File: src/design/pba_pkg.sv
`default_nettype none

package pba_pkg;

    // Page geometry.
    localparam int          PAGE_SHIFT      = 12;
    localparam logic [11:0] OFFSET_MASK     = 12'hfff;
    localparam logic [12:0] PAGE_BYTES      = 13'h1000;
    localparam int          BITS_PER_WORD   = 32;
    localparam int          BIT_IDX_W       = 5;
    localparam logic [31:0] USABLE_TYPE     = 32'd1;
    localparam logic [31:0] USABLE_BASE_RST = 32'h0010_0000;
    localparam logic [15:0] FREE_PAGES_MAX  = 16'hffff;

    // Page numbers derived from 64-bit byte addresses, with room for a carry.
    localparam int PAGE_NUM_W = 54;

    // Item kinds.
    localparam logic [1:0] KIND_REGION = 2'd0;
    localparam logic [1:0] KIND_ALLOC  = 2'd1;
    localparam logic [1:0] KIND_FREE   = 2'd2;

    // Result status codes.
    localparam logic [1:0] STAT_OK      = 2'd0;
    localparam logic [1:0] STAT_NO_FREE = 2'd1;
    localparam logic [1:0] STAT_RANGE   = 2'd2;

    typedef struct packed {
        logic [1:0]  kind;
        logic [63:0] region_base;
        logic [63:0] region_length;
        logic [31:0] region_type;
        logic [31:0] free_address;
    } t_pba_in;

    typedef struct packed {
        logic [31:0] page_address;
        logic [1:0]  status;
        logic [15:0] free_pages;
    } t_pba_out;

    typedef enum logic [3:0] {
        ST_IDLE,
        ST_RG_ALIGN,
        ST_RG_SPAN,
        ST_RG_CLAMP,
        ST_RG_START,
        ST_GROW,
        ST_MARK,
        ST_SCAN,
        ST_RESP
    } t_pba_state;

    typedef enum logic {
        ALU_MARK,
        ALU_TAKE
    } t_pba_alu_op;

    typedef struct packed {
        t_pba_alu_op          op;
        logic [BIT_IDX_W-1:0] lo_bit;
        logic [BIT_IDX_W-1:0] hi_bit;
    } t_pba_alu_req;

    typedef struct packed {
        logic [31:0]          new_word;
        logic [5:0]           added;
        logic [BIT_IDX_W-1:0] take_bit;
        logic                 any_set;
    } t_pba_alu_res;

endpackage

`default_nettype wire

File: src/design/pba_word_alu.sv
`default_nettype none

module pba_word_alu
    import pba_pkg::*;
(
    input  wire t_pba_alu_req i_req,
    input  wire logic [31:0]  i_word,
    output t_pba_alu_res      o_res
);

    logic [31:0]          mask;
    logic [31:0]          fresh;
    logic [5:0]           added;
    logic [BIT_IDX_W-1:0] take_bit;

    // Bit range lo..hi of the word, and the bits in it that are not yet free.
    always_comb begin
        mask  = (32'hffff_ffff << i_req.lo_bit) &
                (32'hffff_ffff >> (5'd31 - i_req.hi_bit));
        fresh = mask & ~i_word;
        added = '0;
        for (int i = 0; i < BITS_PER_WORD; i++) begin
            added = added + 6'(fresh[i]);
        end
    end

    // Lowest set bit of the word.
    always_comb begin
        take_bit = '0;
        for (int i = BITS_PER_WORD - 1; i >= 0; i--) begin
            if (i_word[i]) begin
                take_bit = BIT_IDX_W'(i);
            end
        end
    end

    // Merged word for the requested operation.
    always_comb begin
        o_res.added    = added;
        o_res.take_bit = take_bit;
        o_res.any_set  = |i_word;
        case (i_req.op)
            ALU_MARK: o_res.new_word = i_word | mask;
            ALU_TAKE: o_res.new_word = i_word & ~(32'd1 << take_bit);
            default:  o_res.new_word = i_word;
        endcase
    end

endmodule

`default_nettype wire

File: config.mk
export PLATFORM = sky130hd
export DESIGN_NAME = pba_word_alu
export DESIGN_NICKNAME = d
export VERILOG_FILES = /design/src/design/pba_pkg.sv /design/src/design/pba_word_alu.sv
export SDC_FILE = /design/constraint.sdc
export NUM_CORES = 1
export LEC_CHECK = 0
export BUFFER_PORTS_ARGS = -buffer_cell sky130_fd_sc_hd__buf_4
export CORE_ASPECT_RATIO = 1.5
export CORE_MARGIN = 8
export CORE_UTILIZATION = 57
export DETAILED_ROUTE_END_ITERATION = 12
export PLACE_DENSITY_LB_ADDON = 0.1
export SYNTH_ARGS = -nofsm -noshare
export SYNTH_HDL_FRONTEND = slang
export SYNTH_SLANG_ARGS = --single-unit
File: constraint.sdc
create_clock -name vclk -period 13.2
set_clock_uncertainty 0.15 [all_clocks]
set_input_delay 1.32 -clock vclk [all_inputs]
set_output_delay 1.32 -clock vclk [all_outputs]
set_load 0.01 [all_outputs]
### Yosys cells after proc, flatten, opt, wreduce, memory -nomap -nowiden

Index checks and enable logic that the tools add are counted.

| storage, ports and cells | value |
|---|---|
| word-level logic and storage cells | 76 |
| input bits | 43 |
| register bits | 0 |
| output and inout bits | 44 |

| cells by class | value |
|---|---|
| mux-type cells | 33 |
| reductions and logical operators | 1 |
| add/subtract/negate cells | 32 |
| shift-type cells | 3 |
| bitwise logic cells | 7 |

Operators by type and width:

| kind | count |
|---|---|
| $mux W5 | 32 |
| $add A6 B1 Y6 | 26 |
| $and A32 B32 Y32 | 3 |
| $not A32 Y32 | 2 |
| $pmux W32 S2 | 1 |
| $or A32 B32 Y32 | 1 |
| $reduce_or A32 Y1 | 1 |
| $shl A1 B5 Y32 const A | 1 |
| $shl A32 B5 Y32 const A | 1 |
| $shr A32 B5 Y32 const A | 1 |
| $add A5 B1 Y6 | 1 |
| $add A4 B1 Y5 | 1 |
| $sub A5 B5 Y5 const A | 1 |
| $add A3 B1 Y4 | 1 |
| $add A2 B1 Y3 | 1 |
| $add A1 B1 Y2 | 1 |
| $not A1 Y1 | 1 |

### Depth between registers and ports, before layout

Gate-level depths: netlist of the first run.

| depth | value |
|---|---|
| depth after elaboration | 36 |
| mapped depth | 21 |
| mapped depth without buffers | 20 |

### Worst setup path after synthesis of the first run

No wires, ideal clock.

| path | value |
|---|---|
| kind | input-to-output |
| start point | input i_req[1] (netlist bit) |
| end point | output o_res[10] (netlist bit) |
| stages | 19 |
| arrival time | 6.543 ns |
| slack | 5.187 ns |
| buffers on the path | 2 |
| required time | 11.730 ns |
| cells stage by stage | clkbuf_1 > and2_1 > clkbuf_1 > or2_2 > or3b_2 > fa_1 > fa_1 > fa_1 > fa_1 > fa_1 > fa_1 > inv_1 > ha_1 > inv_1 > fa_1 > inv_1 > a21o_1 > a21oi_1 > xnor2_1 |

RTL lines:

| element | line | source |
|---|---|---|
| start, declared | pba_word_alu.sv:6 | `input wire t_pba_alu_req i_req,` |
| end, declared | pba_word_alu.sv:8 | `output t_pba_alu_res o_res` |

==> results of run 1 <==
==> layer usage <==
layer,vias to the layer above,GRT usage [%]
met5,-,0
met4,0,12.6
met3,47,5.65
met1,1463,37.1
met2,286,51.1
li1,1434,-
==> cell type report <==
class	instances	area share (%)
Tap cell	46	1.90
Inverter	34	4.37
Multi-Input combinational cell	309	72.2
Timing Repair Buffer	87	21.5
==> logic make-up after synthesis <==
family | count (synthesis)
AOI/OAI and AO/OA | 113
xor gates and xnor gates | 3
adders and majority gates | 31
buffers and inverters | 49
and+or+nand+nor | 162
==> synth_stat cells (3+ instances only) <==
master / instances
nor2_1: 54
a21oi_1: 52
inv_1: 31
fa_1: 24
nand2_1: 24
nor3_1: 18
a31oi_1: 14
clkbuf_1: 14
or3_1: 13
nor4_1: 9
o21ai_0: 8
ha_1: 7
or2_2: 7
nand2b_1: 6
nand3_1: 6
a221oi_1: 5
nor2b_1: 4
a21o_1: 3
and2_1: 3
and3_1: 3
o31a_1: 3
xnor2_1: 3
==> metrics by stage <==
stage | cells | hold WS (ns)
floorplan | 358 | 2.64
global placement | 476 | 2.87
detailed placement | 476 | 2.87
CTS | 476 | 2.88
global route | 476 | 2.89
finish | 476 | 2.88
==> power by group through the flow <==
stage	clock (mW)	combinational [mW]	sequential (mW)
final	0	0.174	0
after global routing	0	0.191	0
after CTS	0	0.173	0
after detailed placement	0	0.172	0
after global placement	0	0.166	0
after floorplan	0	0.0976	0
==> worst max-delay path: cells and delay by family <==
| family | cells | cell delay [ns] |
|---|---|---|
| xor gates and xnor gates | 1 | 0.14 |
| adders and majority gates | 8 | 3.68 |
| and+or+nand+nor | 3 | 1.00 |
| buffers and inverters | 5 | 0.49 |
| AOI/OAI and AO/OA | 2 | 0.18 |
==> worst max path at each step <==
stage	startpoint	end	cells past startpoint
5_1_grt	i_req[1]	o_res[10]	20
6_report	i_req[1]	o_res[10]	19
2_1_floorplan	i_req[1]	o_res[10]	19
3_5_place_dp	i_req[1]	o_res[10]	19
4_1_cts	i_req[1]	o_res[10]	19
3_3_place_gp	i_req[1]	o_res[10]	19
==> results.toml, run 1 <==
[status]
status = "complete, no violations"

[die]
fp.dieW_um = 68.7
start_util_pct = 57.5
num_rows = 29
ioPinCount = 87
core_area_sq_mm = 0.00414
die_area_sq_mm = 0.00654
die_h_um = 95.1

[cells_and_area]
fin_util_pct = 73.3
n_antenna_cell = 0
fillerInstances = 376
final_cell_mix = "buf_4, nor2_1, a21oi_1"
nets = 506
area_growth_pct = 27.5
clkbuf_count = 0
fin_area_sq_mm = 0.00303
drive_gt1_share_pct = 26.5
final-seq-area_sq_um = 0
design.seq.count = 0
multi_input_area_sq_mm = 0.00219
layout_commonest_cell = "buf_4"

[run]
maxCapViolations = 0

[worst_setup_path]
critPathArrivalTime_ns = 6.79
start_kind = "primary input"
cp-end-kind = "output port"
path_common_cell = "fa_1"
path_max_fanout = 10
critical_path_class = "in2out"
slowest_stage = "fa_1"
cpPeakStageDelay_ns = 0.58
required_ns = 11.73
crit_chain = "buf_4, and2_1, or2_2, or3b_2, fa_1, fa_1, fa_1, fa_1, fa_1, fa_1, inv_1, ha_1, inv_1, fa_1, inv_1, a21o_1, a21oi_1, xnor2_1, buf_4"

[power]
pwr-share-comb_pct = 100.0
power_mw = 0.174
power.share.clock_pct = 0
ir_drop_mv = 0.122
power.leakage_nw = 1.30
power.internal_mw = 0.0767
p_seq_share_pct = 0
p_switching_mw = 0.0977
p_per_area_mw_per_mm2 = 57.5
swShare_pct = 56.0

[synthesis]
synth_fa_ha_area_share_pct = 23.9
synth-simple-area-share_pct = 35.2
yosys.cell_types.count = 57
postSynthCellCount = 358
yosysTopAreaCellShare_pct = 20.2
synthXorXnorAreaFrac_pct = 1.10
synth_area_leaders = "fa_1, a21oi_1, nor2_1, inv_1, nor3_1"
yosys_warnings = 0
synth_top_family_by_area = "simple AND/OR/NAND/NOR gates"
avgSynthCellArea_sq_um = 6.64
syn_area_sq_mm = 0.00238
syn_nets = 432
synth_compound_area_share_pct = 31.9
ys_seq_area_share_pct = 0
synth_mux_area_share_pct = 0
yosysTopAreaCell = "fa_1"

[route]
topRoutingLayerUsed = "met4"
wirelength_mm = 9.94
via_per_inst = 6.79
dr_wl_met2_mm = 4.96
drtIter0Drc = 394
drtAntennaViolNets = 0
routed-via-count = 3230
wl_met1_mm = 3.36
drc = 0
routedWlPerCell_um = 20.9
dr.pass1.iters = 5
dr_wl_met3_mm = 1.15

[placed_design]
pre_cts_slack_ns = 5.00
dp_hpwl_mm = 8.18
gp_congestion = 1.00
place_area_sq_mm = 0.00303
port_buffers = 87

[cts]
postCtsResizedCells = 0
cts_setup_buffers = 0
cts_hold_repair.buffers = 0

[min_path]
min_from = "i_word[23]"
holdPathStages = 3
hold_end = "o_res[35]"
hold_path.class = "in2out"

[global_routing]
grt_pass1_vias = 3082
grt.total_usage_pct = 30.6
grt_max_degree = 23
grt_first_pass_wirelength_mm = 15.7
gr-total-overflow = 0
antenna_found_initial = 0

[sta]
slew-limit-headroom_pct = 31.8
fin_crit_ns = 8.26
maxSlewViolCount = 0
setup_slack_ns = 4.94
tightest_slew_ns = 1.02
finalSetupViolations = 0
finalHoldViolCount = 0
fin_setup_tns_ns = 0
period_share_pct = 62.6
rsz0062_at_grt = "no"
timing.fmax_mhz = 121
No activity file was read; power rests on OpenSTA's default activity.
==> run 2: changes to the inputs <==
ABC_AREA = 1   (was not set)
CORE_UTILIZATION = 53   (was 57)
clock period = 8.05 ns   (was 13.2 ns; I/O delays follow)
==> run 2 against run 1 <==
Net effect:
- first-iteration DRC count rose by 18%
- non-clock buffer count did not move
- routed wire length rose by 6.1%
- utilization fell by 4.1 points
- via count rose by 4.5%
- largest cell class unchanged
==> results.toml, run 2 <==
[die]
fp.dieW_um = 70.6
num_rows = 30
start_util_pct = 53.6
core_area_sq_mm = 0.00443
die_area_sq_mm = 0.00692
die_h_um = 97.9
ioPinCount = 87

[worst_setup_path]
critPathArrivalTime_ns = 6.23
start_kind = "primary input"
critical_path_class = "in2out"
path_max_fanout = 13
cp-end-kind = "output port"
required_ns = 7.09

[synthesis]
synth-simple-area-share_pct = 38.6
synth_top_family_by_area = "simple AND/OR/NAND/NOR gates"
yosys_warnings = 0
yosys.cell_types.count = 35
synth_fa_ha_area_share_pct = 23.9
synth_mux_area_share_pct = 0
synthMostInstantiatedCell = "nand2_1"
avgSynthCellArea_sq_um = 5.44
syn_area_sq_mm = 0.00237
synth_compound_area_share_pct = 19.6
yosysTopAreaCell = "fa_1"
yosysTopAreaCellShare_pct = 20.3
synth_area_leaders = "fa_1, nand2_1, inv_1, nor2_1, a21oi_1"
synth_common_cells = "nand2_1, inv_1, nor2_1, a21oi_1, fa_1"
synthXorXnorAreaFrac_pct = 1.11
syn_nets = 510
postSynthCellCount = 436
ys_seq_area_share_pct = 0

[run]
maxCapViolations = 0

[global_routing]
gr-total-overflow = 0
grt_max_degree = 29
antenna_found_initial = 0
grt_first_pass_wirelength_mm = 16.7
grt_pass1_vias = 3419
grt.total_usage_pct = 29.7

[sta]
finalSetupViolations = 0
finalHoldViolCount = 0
fin_hold_ws_ns = 1.78
slew-limit-headroom_pct = 58.8
fin_crit_ns = 7.19
timing.fmax_mhz = 139
fin_setup_tns_ns = 0
setup_slack_ns = 0.861
tightest_slew_ns = 0.610
period_share_pct = 89.3
maxSlewViolCount = 0
rsz0062_at_grt = "no"

[route]
dr.pass1.iters = 5
drtIter0Drc = 463
routedWlPerCell_um = 18.6
via_per_inst = 5.96
drtAntennaViolNets = 0
drc = 0
routed-via-count = 3374
wirelength_mm = 10.5

[cts]
cts_setup_buffers = 0
cts_hold_repair.buffers = 0
postCtsResizedCells = 0

[min_path]
hold_path.class = "in2out"

[status]
status = "complete, no violations"

[cells_and_area]
final_cell_mix = "nand2_1, inv_1, buf_4"
fillerInstances = 437
layout_commonest_cell = "nand2_1"
drive_gt1_share_pct = 19.1
design.seq.count = 0
fin_util_pct = 69.2
clkbuf_count = 0
area_growth_pct = 29.3
nets = 594
n_antenna_cell = 0
instances_no_fill = 566
final-seq-area_sq_um = 0

[power]
power.leakage_nw = 1.60
ir_drop_mv = 0.182
p_per_area_mw_per_mm2 = 90.2

[placed_design]
dp.cells = 566
gp_congestion = 1.03
dp_hpwl_mm = 9.11
pre_cts_slack_ns = 0.913
port_buffers = 87
-- run 2: cell types whose count changed in the layout (fill, tap and decap cells not counted), moves of 5 or more --
cell | before | now
or3_1 | 13 | 0
a31oi_1 | 14 | 4
nand2_1 | 24 | 106
inv_1 | 31 | 96
nor3_1 | 18 | 6
nand4_1 | 1 | 17
nor2_1 | 54 | 71
nor4_1 | 9 | 2
or2_2 | 7 | 1
a21oi_1 | 52 | 35
o21ai_0 | 8 | 13
nand2b_1 | 6 | 0
-- run 2: worst paths after layout --
path | cells past startpoint | slack (ns) | from | end
max | 22 | 0.86 | i_req[9] | o_res[10]
min | 3 | 1.78 | i_word[0] | o_res[12]
-- run 2: area by class of cell --
class / instances / area (sq um) / share of cell area [%]
Multi-Input combinational cell: 330 / 1970 / 64.4
Inverter: 101 / 379 / 12.4
Tap cell: 48 / 60.1 / 1.96
Timing Repair Buffer: 87 / 653 / 21.3
-- run 2: cells by family (layout without fill, tap and decap cells) --
kind of cell	after synthesis	after routing
AND/OR/NAND/NOR	218	218
buffers and inverters	106	188
AO/OA/AOI/OAI	78	78
adder cells (fa/ha/maj)	31	31
XOR/XNOR	3	3
-- run 2: routing by layer --
layer / wire (um) / track usage (%)
met1: 3350 / 30.0
met4: 760 / 18.7
met3: 1090 / 4.51
met2: 5340 / 54.6
met5: 0 / 0
-- run 2: critical path, cell delays in order --
cell and delay (ns):
buf_4 0.16, nand2_1 0.11, inv_1 0.09, nor2_1 0.24, inv_1 0.07, a211oi_1 0.33, nand2_1 0.12, fa_1 0.47
fa_1 0.49, inv_1 0.05, fa_1 0.50, inv_1 0.06, fa_1 0.59, fa_1 0.45, fa_1 0.45, inv_1 0.07
ha_1 0.17, inv_1 0.07, fa_1 0.46, o21a_1 0.21, xor2_1 0.14, buf_4 0.14
-- run 2: where the power goes --
part | total [mW] | switching (mW) | leakage [nW] | internal [mW]
Sequential | 0 | 0 | 0 | 0
Clock | 0 | 0 | 0 | 0
Combinational | 0.277 | 0.159 | 1.60 | 0.117
Total | 0.277 | 0.159 | 1.60 | 0.117
-- run 2: stage by stage --
step	instance area [sq um]	total power, mW
floorplan	2370	0.155
global placement	3070	0.267
detailed placement	3070	0.273
CTS	3070	0.275
global route	3070	0.303
finish	3070	0.277
